===== src/rtl/core/pphs_pkg.sv =====
`timescale 1ns / 1ps
// ----------------------------------------------------------------------------
// pphs_pkg
// Shared codes, constants and packet byte tables for the printer packet host
// sequencer.
// ----------------------------------------------------------------------------
package pphs_pkg;

    // Sequencer phases
    localparam logic [4:0] PH_IDLE   = 5'd0;
    localparam logic [4:0] PH_PROBE  = 5'd1;
    localparam logic [4:0] PH_INIT   = 5'd2;
    localparam logic [4:0] PH_DHDR   = 5'd3;
    localparam logic [4:0] PH_DFILL  = 5'd4;
    localparam logic [4:0] PH_DSEND  = 5'd5;
    localparam logic [4:0] PH_DTAIL  = 5'd6;
    localparam logic [4:0] PH_SETTLE = 5'd7;
    localparam logic [4:0] PH_EMPTY  = 5'd8;
    localparam logic [4:0] PH_PHDR   = 5'd9;
    localparam logic [4:0] PH_PFILL  = 5'd10;
    localparam logic [4:0] PH_PSEND  = 5'd11;
    localparam logic [4:0] PH_PTAIL  = 5'd12;
    localparam logic [4:0] PH_BUSY   = 5'd13;
    localparam logic [4:0] PH_BWAIT  = 5'd14;
    localparam logic [4:0] PH_READY  = 5'd15;
    localparam logic [4:0] PH_RWAIT  = 5'd16;

    // Request types
    localparam logic [1:0] REQ_HOST  = 2'd0;
    localparam logic [1:0] REQ_REPLY = 2'd1;
    localparam logic [1:0] REQ_TICK  = 2'd2;

    // Result destinations
    localparam logic DEST_LINK = 1'b0;
    localparam logic DEST_HOST = 1'b1;

    // Configuration register indexes
    localparam logic [1:0] REG_DATA_BLOCKS  = 2'd0;
    localparam logic [1:0] REG_SETTLE_TICKS = 2'd1;
    localparam logic [1:0] REG_POLL_TICKS   = 2'd2;
    localparam logic [1:0] REG_BUSY_MASK    = 2'd3;

    // Configuration reset values
    localparam logic [3:0]  DATA_BLOCKS_RST  = 4'd10;
    localparam logic [15:0] SETTLE_TICKS_RST = 16'd10;
    localparam logic [15:0] POLL_TICKS_RST   = 16'd100;
    localparam logic [7:0]  BUSY_MASK_RST    = 8'd2;

    // Sizes
    localparam int BLOCK_BYTES_DEF = 64;
    localparam int PRINT_ARG_BYTES = 4;
    localparam int BUF_DEPTH       = 64;
    localparam int BUF_AW          = $clog2(BUF_DEPTH);
    localparam int DC_W            = $clog2(BUF_DEPTH + 1);
    localparam int OQ_DEPTH        = 4;
    localparam int OQ_AW           = $clog2(OQ_DEPTH);

    // Packet bytes
    localparam logic [7:0] SYNC0      = 8'h88;
    localparam logic [7:0] SYNC1      = 8'h33;
    localparam logic [7:0] CMD_INIT   = 8'h01;
    localparam logic [7:0] CMD_DATA   = 8'h04;
    localparam logic [7:0] CMD_PRINT  = 8'h02;
    localparam logic [7:0] CMD_STATUS = 8'h0F;
    localparam logic [7:0] PROBE_OK   = 8'd129;
    localparam logic [3:0] PROBE_CHECK_IDX = 4'd8;

    // Host characters
    localparam logic [7:0] CHAR_PROBE = 8'h3F;  // '?'
    localparam logic [7:0] CHAR_JOB   = 8'h21;  // '!'
    localparam logic [7:0] CHAR_BLOCK = 8'h61;  // 'a'
    localparam logic [7:0] CHAR_BUSY  = 8'h50;  // 'P'
    localparam logic [7:0] CHAR_DONE  = 8'h4F;  // 'O'
    localparam logic [7:0] CHAR_ONE   = 8'h31;  // '1'
    localparam logic [7:0] CHAR_ZERO  = 8'h30;  // '0'

    typedef struct packed {
        logic       dest;
        logic [7:0] data;
        logic       last;
    } res_t;

    // Ten-byte command packet with no payload
    function automatic logic [7:0] cmd_byte(input logic [7:0] code, input logic [3:0] idx);
        logic [7:0] b;
        b = 8'h00;
        if (idx == 4'd0) begin
            b = SYNC0;
        end else if (idx == 4'd1) begin
            b = SYNC1;
        end else if (idx inside {4'd2, 4'd6}) begin
            b = code;
        end
        return b;
    endfunction

    function automatic logic [3:0] packet_len(input logic [4:0] ph);
        logic [3:0] n;
        case (ph)
            PH_DHDR, PH_PHDR: begin
                n = 4'd6;
            end
            PH_DTAIL, PH_PTAIL: begin
                n = 4'd4;
            end
            default: begin
                n = 4'd10;
            end
        endcase
        return n;
    endfunction

    function automatic logic [7:0] fixed_byte(input logic [4:0]  ph,
                                              input logic [3:0]  idx,
                                              input logic [15:0] len,
                                              input logic [15:0] cks);
        logic [15:0] arg_len;
        logic [7:0]  b;
        arg_len = 16'(PRINT_ARG_BYTES);
        b = 8'h00;
        case (ph)
            PH_PROBE, PH_INIT: begin
                b = cmd_byte(CMD_INIT, idx);
            end
            PH_EMPTY: begin
                b = cmd_byte(CMD_DATA, idx);
            end
            PH_BUSY, PH_READY: begin
                b = cmd_byte(CMD_STATUS, idx);
            end
            PH_DHDR, PH_PHDR: begin
                case (idx)
                    4'd0: b = SYNC0;
                    4'd1: b = SYNC1;
                    4'd2: b = (ph == PH_DHDR) ? CMD_DATA : CMD_PRINT;
                    4'd4: b = (ph == PH_DHDR) ? len[7:0] : arg_len[7:0];
                    4'd5: b = (ph == PH_DHDR) ? len[15:8] : arg_len[15:8];
                    default: b = 8'h00;
                endcase
            end
            PH_DTAIL, PH_PTAIL: begin
                if (idx == 4'd0) begin
                    b = cks[7:0];
                end else if (idx == 4'd1) begin
                    b = cks[15:8];
                end
            end
            default: begin
                b = 8'h00;
            end
        endcase
        return b;
    endfunction

endpackage


===== src/rtl/core/printer_packet_host_sequencer_core.sv =====
`timescale 1ns / 1ps
// ----------------------------------------------------------------------------
// printer_packet_host_sequencer_core
// Byte-level host for a handheld printer link: probe and print job sequencing
// with a block buffer memory and a small result queue.
// ----------------------------------------------------------------------------
// The core takes one request per clock: a host byte, a link reply byte or a
// timer tick, and turns it into zero, one or two result bytes (link or host)
// in combinational sequencer logic. Requests are accepted while earlier
// results still wait in a four-entry result queue; s_ready drops only when
// fewer than two queue slots are free, so a steady stream of one request per
// cycle runs at full rate as long as m_ready stays high. A busy-status reply
// that produces two results fills two result queue slots. Data
// and print argument bytes are held in a 64 x 8 synchronous block buffer; the
// next byte to send is prefetched every cycle (registered read) with
// write forwarding, so no request waits on the memory. The buffer needs no
// clearing after reset: every entry is written before it is read.
// ----------------------------------------------------------------------------
module printer_packet_host_sequencer_core #(
    parameter int BLOCK_BYTES = pphs_pkg::BLOCK_BYTES_DEF
) (
    input  logic        aclk,
    input  logic        aresetn,
    // request channel
    input  logic        s_valid,
    output logic        s_ready,
    input  logic [1:0]  s_req_type,
    input  logic [7:0]  s_in_byte,
    // result channel
    output logic        m_valid,
    input  logic        m_ready,
    output logic        m_dest,
    output logic [7:0]  m_out_byte,
    output logic        m_last,
    // configuration write port
    input  logic        cfg_we,
    input  logic [1:0]  cfg_index,
    input  logic [15:0] cfg_data
);
    import pphs_pkg::*;

    localparam logic [DC_W-1:0] BLOCK_LIM = DC_W'(BLOCK_BYTES);
    localparam logic [DC_W-1:0] ARG_LIM   = DC_W'(PRINT_ARG_BYTES);

    // Configuration registers
    logic [3:0]  data_blocks_reg;
    logic [15:0] settle_ticks_reg;
    logic [15:0] poll_ticks_reg;
    logic [7:0]  busy_mask_reg;

    // Sequencer state
    logic [4:0]      phase_reg, phase_next;
    logic [3:0]      packet_index_reg, packet_index_next;
    logic [3:0]      block_count_reg, block_count_next;
    logic [DC_W-1:0] data_count_reg, data_count_next;
    logic [15:0]     checksum_reg, checksum_next;
    logic [15:0]     wait_count_reg, wait_count_next;

    // Block buffer
    logic [7:0]        buf_mem [BUF_DEPTH];
    logic              buf_we;
    logic [BUF_AW-1:0] buf_waddr;
    logic [BUF_AW-1:0] buf_raddr;
    logic [7:0]        buf_rdata_reg;
    logic              fwd_hit_reg;
    logic [7:0]        fwd_data_reg;
    logic [7:0]        pf_byte;

    // Result queue
    res_t             oq_mem [OQ_DEPTH];
    logic [OQ_AW-1:0] oq_wptr_reg, oq_rptr_reg;
    logic [OQ_AW:0]   oq_count_reg;
    logic [1:0]       n_res;
    res_t             res0, res1;
    logic             accept, pop;
    logic [15:0]      data_len;

    assign accept   = s_valid && s_ready;
    assign pop      = m_valid && m_ready;
    assign s_ready  = (oq_count_reg <= (OQ_AW + 1)'(OQ_DEPTH - 2));
    assign data_len = 16'(32'(data_blocks_reg) * 32'(BLOCK_BYTES));

    // Prefetched buffer byte: registered read, bypassed by a same-cycle write
    assign pf_byte = fwd_hit_reg ? fwd_data_reg : buf_rdata_reg;

    // Fill phases store the host byte at the current fill position
    assign buf_we    = accept && (s_req_type == REQ_HOST) &&
                       ((phase_reg == PH_DFILL) || (phase_reg == PH_PFILL));
    assign buf_waddr = data_count_reg[BUF_AW-1:0];

    // Prefetch the entry the next send will need: the following byte while
    // sending, entry zero otherwise (first byte of the next block)
    always_comb begin
        logic [DC_W-1:0] nxt;
        nxt = data_count_next + DC_W'(1);
        if ((phase_next == PH_DSEND) || (phase_next == PH_PSEND)) begin
            buf_raddr = nxt[BUF_AW-1:0];
        end else begin
            buf_raddr = '0;
        end
    end

    always_ff @(posedge aclk) begin
        if (buf_we) begin
            buf_mem[buf_waddr] <= s_in_byte;
        end
        buf_rdata_reg <= buf_mem[buf_raddr];
        fwd_hit_reg   <= buf_we && (buf_waddr == buf_raddr);
        fwd_data_reg  <= s_in_byte;
    end

    // Sequencer next state and results
    always_comb begin
        logic [15:0]     cks_mid;
        logic [7:0]      snd;
        logic [DC_W-1:0] dc_inc;
        logic [DC_W-1:0] lim;
        logic [4:0]      bc_inc;
        logic [3:0]      pi_inc;
        logic [4:0]      tgt;
        logic            busy;

        phase_next        = phase_reg;
        packet_index_next = packet_index_reg;
        block_count_next  = block_count_reg;
        data_count_next   = data_count_reg;
        checksum_next     = checksum_reg;
        wait_count_next   = wait_count_reg;
        n_res = 2'd0;
        res0  = '{dest: DEST_LINK, data: 8'h00, last: 1'b1};
        res1  = '{dest: DEST_LINK, data: 8'h00, last: 1'b1};

        cks_mid = checksum_reg;
        snd     = pf_byte;
        dc_inc  = data_count_reg + DC_W'(1);
        lim     = ((phase_reg == PH_DFILL) || (phase_reg == PH_DSEND)) ? BLOCK_LIM : ARG_LIM;
        bc_inc  = {1'b0, block_count_reg} + 5'd1;
        pi_inc  = packet_index_reg + 4'd1;
        tgt     = PH_IDLE;
        busy    = (s_in_byte & busy_mask_reg) != 8'h00;

        if (accept) begin
            case (s_req_type)
                REQ_HOST: begin
                    if (phase_reg == PH_IDLE) begin
                        if (s_in_byte == CHAR_PROBE) begin
                            checksum_next     = '0;
                            phase_next        = PH_PROBE;
                            packet_index_next = '0;
                            n_res = 2'd1;
                            res0.data = SYNC0;
                        end else if (s_in_byte == CHAR_JOB) begin
                            phase_next        = PH_INIT;
                            packet_index_next = '0;
                            n_res = 2'd1;
                            res0.data = SYNC0;
                        end
                    end else if ((phase_reg == PH_DFILL) || (phase_reg == PH_PFILL)) begin
                        if (dc_inc >= lim) begin
                            // block complete: send its first byte now
                            snd = (data_count_reg[BUF_AW-1:0] == '0) ? s_in_byte : pf_byte;
                            data_count_next = '0;
                            phase_next = (phase_reg == PH_DFILL) ? PH_DSEND : PH_PSEND;
                            checksum_next = checksum_reg + 16'(snd);
                            n_res = 2'd1;
                            res0.data = snd;
                        end else begin
                            data_count_next = dc_inc;
                        end
                    end
                end
                REQ_REPLY: begin
                    case (phase_reg)
                        PH_DSEND, PH_PSEND: begin
                            data_count_next = dc_inc;
                            n_res = 2'd1;
                            if (dc_inc < lim) begin
                                checksum_next = checksum_reg + 16'(pf_byte);
                                res0.data = pf_byte;
                            end else if (phase_reg == PH_DSEND) begin
                                block_count_next = bc_inc[3:0];
                                if (bc_inc < {1'b0, data_blocks_reg}) begin
                                    res0 = '{dest: DEST_HOST, data: CHAR_BLOCK, last: 1'b1};
                                    phase_next = PH_DFILL;
                                    data_count_next = '0;
                                end else begin
                                    phase_next = PH_DTAIL;
                                    packet_index_next = '0;
                                    res0.data = checksum_reg[7:0];
                                end
                            end else begin
                                phase_next = PH_PTAIL;
                                packet_index_next = '0;
                                res0.data = checksum_reg[7:0];
                            end
                        end
                        PH_PROBE, PH_INIT, PH_DHDR, PH_DTAIL, PH_EMPTY,
                        PH_PHDR, PH_PTAIL, PH_BUSY, PH_READY: begin
                            // latch the probe verdict from the ninth reply
                            if ((phase_reg == PH_PROBE) &&
                                (packet_index_reg == PROBE_CHECK_IDX)) begin
                                cks_mid = {15'd0, s_in_byte == PROBE_OK};
                            end
                            checksum_next = cks_mid;
                            if (pi_inc < packet_len(phase_reg)) begin
                                packet_index_next = pi_inc;
                                n_res = 2'd1;
                                res0.data = fixed_byte(phase_reg, pi_inc, data_len, cks_mid);
                            end else begin
                                case (phase_reg)
                                    PH_PROBE: begin
                                        n_res = 2'd1;
                                        res0 = '{dest: DEST_HOST,
                                                 data: cks_mid[0] ? CHAR_ONE : CHAR_ZERO,
                                                 last: 1'b1};
                                        phase_next = PH_IDLE;
                                    end
                                    PH_INIT: begin
                                        checksum_next = 16'(CMD_DATA) + 16'(data_len[7:0]) +
                                                        16'(data_len[15:8]);
                                        phase_next = PH_DHDR;
                                        packet_index_next = '0;
                                        n_res = 2'd1;
                                        res0.data = SYNC0;
                                    end
                                    PH_DHDR: begin
                                        block_count_next = '0;
                                        n_res = 2'd1;
                                        if (data_blocks_reg != 4'd0) begin
                                            res0 = '{dest: DEST_HOST, data: CHAR_BLOCK,
                                                     last: 1'b1};
                                            phase_next = PH_DFILL;
                                            data_count_next = '0;
                                        end else begin
                                            phase_next = PH_DTAIL;
                                            packet_index_next = '0;
                                            res0.data = cks_mid[7:0];
                                        end
                                    end
                                    PH_DTAIL: begin
                                        if (settle_ticks_reg == 16'd0) begin
                                            phase_next = PH_EMPTY;
                                            packet_index_next = '0;
                                            n_res = 2'd1;
                                            res0.data = SYNC0;
                                        end else begin
                                            wait_count_next = settle_ticks_reg;
                                            phase_next = PH_SETTLE;
                                        end
                                    end
                                    PH_EMPTY: begin
                                        checksum_next = 16'(CMD_PRINT) +
                                                        16'(PRINT_ARG_BYTES % 256) +
                                                        16'(PRINT_ARG_BYTES / 256);
                                        phase_next = PH_PHDR;
                                        packet_index_next = '0;
                                        n_res = 2'd1;
                                        res0.data = SYNC0;
                                    end
                                    PH_PHDR: begin
                                        n_res = 2'd1;
                                        res0 = '{dest: DEST_HOST, data: CHAR_ONE, last: 1'b1};
                                        phase_next = PH_PFILL;
                                        data_count_next = '0;
                                    end
                                    PH_PTAIL: begin
                                        phase_next = PH_BUSY;
                                        packet_index_next = '0;
                                        n_res = 2'd1;
                                        res0.data = SYNC0;
                                    end
                                    PH_BUSY, PH_READY: begin
                                        if ((phase_reg == PH_BUSY) && busy) begin
                                            // report busy, then poll for ready at once
                                            n_res = 2'd2;
                                            res0 = '{dest: DEST_HOST, data: CHAR_BUSY,
                                                     last: 1'b0};
                                            res1 = '{dest: DEST_LINK, data: SYNC0,
                                                     last: 1'b1};
                                            phase_next = PH_READY;
                                            packet_index_next = '0;
                                        end else if ((phase_reg == PH_READY) && !busy) begin
                                            n_res = 2'd1;
                                            res0 = '{dest: DEST_HOST, data: CHAR_DONE,
                                                     last: 1'b1};
                                            phase_next = PH_IDLE;
                                        end else if (poll_ticks_reg == 16'd0) begin
                                            packet_index_next = '0;
                                            n_res = 2'd1;
                                            res0.data = SYNC0;
                                        end else begin
                                            wait_count_next = poll_ticks_reg;
                                            phase_next = (phase_reg == PH_BUSY) ?
                                                         PH_BWAIT : PH_RWAIT;
                                        end
                                    end
                                    default: begin
                                        phase_next = phase_reg;
                                    end
                                endcase
                            end
                        end
                        default: begin
                            phase_next = phase_reg;
                        end
                    endcase
                end
                REQ_TICK: begin
                    case (phase_reg)
                        PH_SETTLE: tgt = PH_EMPTY;
                        PH_BWAIT:  tgt = PH_BUSY;
                        PH_RWAIT:  tgt = PH_READY;
                        default:   tgt = PH_IDLE;
                    endcase
                    if (tgt != PH_IDLE) begin
                        if (wait_count_reg > 16'd1) begin
                            wait_count_next = wait_count_reg - 16'd1;
                        end else begin
                            // delay over: start the next packet
                            wait_count_next = '0;
                            phase_next = tgt;
                            packet_index_next = '0;
                            n_res = 2'd1;
                            res0.data = SYNC0;
                        end
                    end
                end
                default: begin
                    phase_next = phase_reg;
                end
            endcase
        end
    end

    // Control and configuration registers
    always_ff @(posedge aclk) begin
        if (!aresetn) begin
            data_blocks_reg  <= DATA_BLOCKS_RST;
            settle_ticks_reg <= SETTLE_TICKS_RST;
            poll_ticks_reg   <= POLL_TICKS_RST;
            busy_mask_reg    <= BUSY_MASK_RST;
            phase_reg        <= PH_IDLE;
            packet_index_reg <= '0;
            block_count_reg  <= '0;
            data_count_reg   <= '0;
            checksum_reg     <= '0;
            wait_count_reg   <= '0;
            oq_wptr_reg      <= '0;
            oq_rptr_reg      <= '0;
            oq_count_reg     <= '0;
        end else begin
            if (cfg_we) begin
                case (cfg_index)
                    REG_DATA_BLOCKS:  data_blocks_reg  <= cfg_data[3:0];
                    REG_SETTLE_TICKS: settle_ticks_reg <= cfg_data;
                    REG_POLL_TICKS:   poll_ticks_reg   <= cfg_data;
                    REG_BUSY_MASK:    busy_mask_reg    <= cfg_data[7:0];
                    default:          busy_mask_reg    <= busy_mask_reg;
                endcase
            end
            phase_reg        <= phase_next;
            packet_index_reg <= packet_index_next;
            block_count_reg  <= block_count_next;
            data_count_reg   <= data_count_next;
            checksum_reg     <= checksum_next;
            wait_count_reg   <= wait_count_next;
            oq_wptr_reg      <= oq_wptr_reg + OQ_AW'(n_res);
            oq_rptr_reg      <= oq_rptr_reg + OQ_AW'(pop);
            oq_count_reg     <= oq_count_reg + (OQ_AW + 1)'(n_res) - (OQ_AW + 1)'(pop);
        end
    end

    // Result queue storage
    always_ff @(posedge aclk) begin
        if (n_res != 2'd0) begin
            oq_mem[oq_wptr_reg] <= res0;
        end
        if (n_res == 2'd2) begin
            oq_mem[oq_wptr_reg + OQ_AW'(1)] <= res1;
        end
    end

    assign m_valid    = (oq_count_reg != '0);
    assign m_dest     = oq_mem[oq_rptr_reg].dest;
    assign m_out_byte = oq_mem[oq_rptr_reg].data;
    assign m_last     = oq_mem[oq_rptr_reg].last;

    // Checks
    a_oq_bound: assert property (@(posedge aclk) disable iff (!aresetn)
        oq_count_reg <= (OQ_AW + 1)'(OQ_DEPTH))
        else $error("result queue overflow");

    a_wait_nonzero: assert property (@(posedge aclk) disable iff (!aresetn)
        ((phase_reg == PH_SETTLE) || (phase_reg == PH_BWAIT) || (phase_reg == PH_RWAIT))
        |-> (wait_count_reg != 16'd0))
        else $error("wait phase with empty wait count");

    a_block_count: assert property (@(posedge aclk) disable iff (!aresetn)
        ((phase_reg == PH_DFILL) || (phase_reg == PH_DSEND)) |-> (data_count_reg < BLOCK_LIM))
        else $error("data byte count beyond block");

    a_arg_count: assert property (@(posedge aclk) disable iff (!aresetn)
        ((phase_reg == PH_PFILL) || (phase_reg == PH_PSEND)) |-> (data_count_reg < ARG_LIM))
        else $error("print argument count beyond limit");

endmodule


===== config.mk =====
export PLATFORM = sky130hd
export DESIGN_NAME = printer_packet_host_sequencer_core
export DESIGN_NICKNAME = d
export VERILOG_FILES = /design/src/rtl/core/pphs_pkg.sv /design/src/rtl/core/printer_packet_host_sequencer_core.sv
export SDC_FILE = /design/constraint.sdc
export NUM_CORES = 1
export LEC_CHECK = 0
export ABC_AREA = 1
export BUFFER_PORTS_ARGS = -buffer_cell sky130_fd_sc_hd__buf_2
export CAP_MARGIN = 40
export CELL_PAD_IN_SITES_DETAIL_PLACEMENT = 1
export CELL_PAD_IN_SITES_GLOBAL_PLACEMENT = 2
export CORE_AREA = 2 2 338 340
export CTS_CLUSTER_DIAMETER = 50
export DETAILED_ROUTE_END_ITERATION = 10
export DIE_AREA = 0 0 340 342
export GPL_TIMING_DRIVEN = 1
export PLACE_DENSITY = 0.65
export SYNTH_ARGS = -nofsm -noshare
export SYNTH_HDL_FRONTEND = slang
export SYNTH_SLANG_ARGS = --single-unit

===== constraint.sdc =====
create_clock -name aclk -period 4.2 [get_ports aclk]
set_input_delay 0 -clock aclk [delete_from_list [all_inputs] [get_ports aclk]]
set_output_delay 0 -clock aclk [all_outputs]
set_load 0.02 [all_outputs]

==> results by group <==
Status
  – Status: finished clean

Setup path
  – Crit end category: flop
  – CP most frequent cell: nand2_1
  – CP Class: flop to flop
  – Reg2reg setup slack: 0.21 ns
  – Worst EP required: 4.84 ns
  – Crit-path slowest cell: dfxtp_1
  – Critical path launch point type: flop
  – Critical path's largest stage delay: about 0.33 ns
  – WP data arrival: between 4 and 5 ns
  – CP max FO: 7

Finish
  – FILL cells: about 13000
  – Share of cells above drive strength 1: 0.202
  – Area occupied by multi-input gates: 12600 um^2
  – Most frequent cells in the layout: 520 x edfxtp_1, 510 x inv_1, 493 x nand2_1
  – Finished Layout Cells: around 5700
  – Final core utilization: 0.381
  – Final net count: 4180
  – Top Registers: buf_mem (512), oq_mem (40)
  – Biggest register: buf_mem
  – Design Area, Final: 43100 um^2
  – Seq. cell area: 18700 um^2
  – Max reg flops: 512
  – Commonest non-fill, non-tap cell in the layout: edfxtp_1
  – Diodes inserted: 0
  – Layout overhead on the synthesized area: 28.8%

Global routing
  – Vias in the first global route: 29559
  – First-pass GRT wire length: 188000 um
  – Initial antenna violation count: 0
  – GR Overflow Total: 0
  – Aggregate global-route resource usage: 0.211
  – Pin count of the biggest net entering global routing: 70

Clocking
  – CTS tree: done
  – Clk_lat worst skew: 0.71 ns
  – Clk buf depth: 3
  – CTS Buf Count: 98
  – CTS H-tree lvls: 3
  – CTS root buf: clkbuf_16
  – CTS sink cnt: 672
  – Clk slew on worst S/H paths: approximately 0.060 ns

Drt
  – Routed WL per cell: 22.2 um
  – ANT nets after route: 0
  – Drc violations: 0
  – Iter 0 DRT Violations: approximately 2000
  – Drt via density: approximately 5.0
  – First-pass detailed-route iteration total: 5
  – DRT Wirelength: 126000 um
  – Routed via count: around 29000

Synth
  – Post-synth EDFFs: 520
  – Mapped Nets: 3818
  – Register area share after synthesis: 0.557
  – Synth warn: 0
  – Post-Syn Instances: 3740
  – Synthesized cell area: between 30000 and 40000 um^2
  – Synth Area per Inst: ~9 um^2
  – Yosys reg bits: 672
  – Largest cells by area after synthesis: edfxtp_1 47%, dfxtp_1 9.1%, nand3_1 7.3%, inv_1 5.8%, nand2_1 5.7%
  – Asr flop ratio synth: 0
  – Top-area cell type share of the netlist area: 0.466
  – Unique cell type count in the Yosys netlist: 66
  – Post-synth top area cell: edfxtp_1
  – Main synth FF type: edfxtp_1

Floorplanning
  – Chip Width: between 300 and 400 um
  – Initial core utilization: 0.296
  – I/O pin count: between 40 and 50
  – Chip height: 342 um
  – # rows: 124
  – Die area: around 120000 um^2
  – CORE AREA: 113000 um^2

STA
  – Fmax: 251 MHz
  – Worst slew margin: 0.395
  – Hold Slack: 0.0373 ns
  – Worst setup margin: 0.213 ns
  – Tcrit/Tclk final: 0.949
  – Final Critical Period: 3.99 ns
  – Worst slew pin tran: 0.908 ns
  – Fin. Hold Viols: 0
  – Final Max Tran Viols: 0
  – Clock Skew: 0.0585 ns
  – Final setup violating endpoints: 0
  – Unrepaired setup endpoints after global routing: yes
  – Setup TNS: 0 ns

Placed design
  – Gpl congestion: 0.844
  – IO Port Bufs: 44
  – Placed insts: 5435
  – DP Wirelength: roughly 84000 um
  – Post-placement cell area: 37600 um^2
  – Pre-CTS setup slack: -0.465 ns

Power and ir drop
  – Leakage: 18.0 nW
  – VDD IR-drop max: just under 300 uV
  – PD cells: roughly 490 nW/um^2
  – Total power draw: 21.0 mW

Min path
  – Worst hold path class: input port to flop

Flow run
  – Max-cap viol count: 0
[power by group]
group          switching (mW)  total, mW  internal, mW
registers               0.152       7.45          7.29
clock network            3.45       8.80          5.34
logic                    3.05       4.71          1.67
[repair_timing]
action | CTS | global route
hold buffers | 42 | 0
endpoints found under the setup margin | 26 | 34
gates resized for setup | 75 | 173
buffers inserted | 6 | 17
cloned | 3 | 11
pin swaps | 10 | 49
hold endpoints to repair | 194 | 0
[path summary, 6_finish.rpt]
check | end | cells after the start | start
worst max-delay path | buf_rdata_reg[2] | 32 | block_count_reg[1]
worst min-delay path | buf_mem[33][7] | 2 | s_in_byte[7]
worst max register to register | buf_rdata_reg[2] | 32 | block_count_reg[1]
worst min register to register | oq_mem[2][5] | 2 | oq_mem[2][5]
[routing by layer]
layer | vias to the layer above | GRT usage | wire, um
met5 | - | 0 | 0
met4 | 0 | 0.0567 | 2700
met3 | 143 | 0.0231 | 4550
met2 | 492 | 0.369 | 62500
met1 | 14405 | 0.277 | 56700
li1 | 13522 | - | -
[worst max-delay path, delay by kind of cell, from the launching register on]
| kind | cells | cell delay [ns] |
|---|---|---|
| and+or+nand+nor | 16 | 1.52 |
| buffers and inverters | 7 | 0.76 |
| adders and majority gates | 3 | 0.69 |
| AOI/OAI and AO/OA | 5 | 0.50 |
| DFF | 1 | 0.33 |
| xor gates and xnor gates | 1 | 0.16 |
[cells in the mapped netlist (27+ instances only)]
| cell type | instances |
|---|---|
| edfxtp_1 | 520 |
| inv_1 | 515 |
| nand2_1 | 507 |
| nor2_1 | 491 |
| nand3_1 | 490 |
| nand4_1 | 200 |
| o21ai_0 | 190 |
| dfxtp_1 | 152 |
| buf_2 | 110 |
| a21oi_1 | 94 |
| clkbuf_1 | 57 |
| ha_1 | 42 |
| o21ai_1 | 29 |
| or2_2 | 27 |
[logic make-up after synthesis]
logic type,synth area share
compound gates,0.0797
xor+xnor,0.00759
fa+ha+maj,0.0175
buf+inv,0.0915
flops,0.557
mux,0.00363
simple gates,0.243
[cell type report]
cell class              instances  area share
flip-flops and latches        672       0.433
clock buffers                 118      0.0616
clock inverters                67      0.0202
repair buffers                458       0.102
inverters                     550      0.0484
well taps                    1512      0.0439
multi-input cells            2322       0.291
Note: power is estimated with default switching activity, not from simulation.
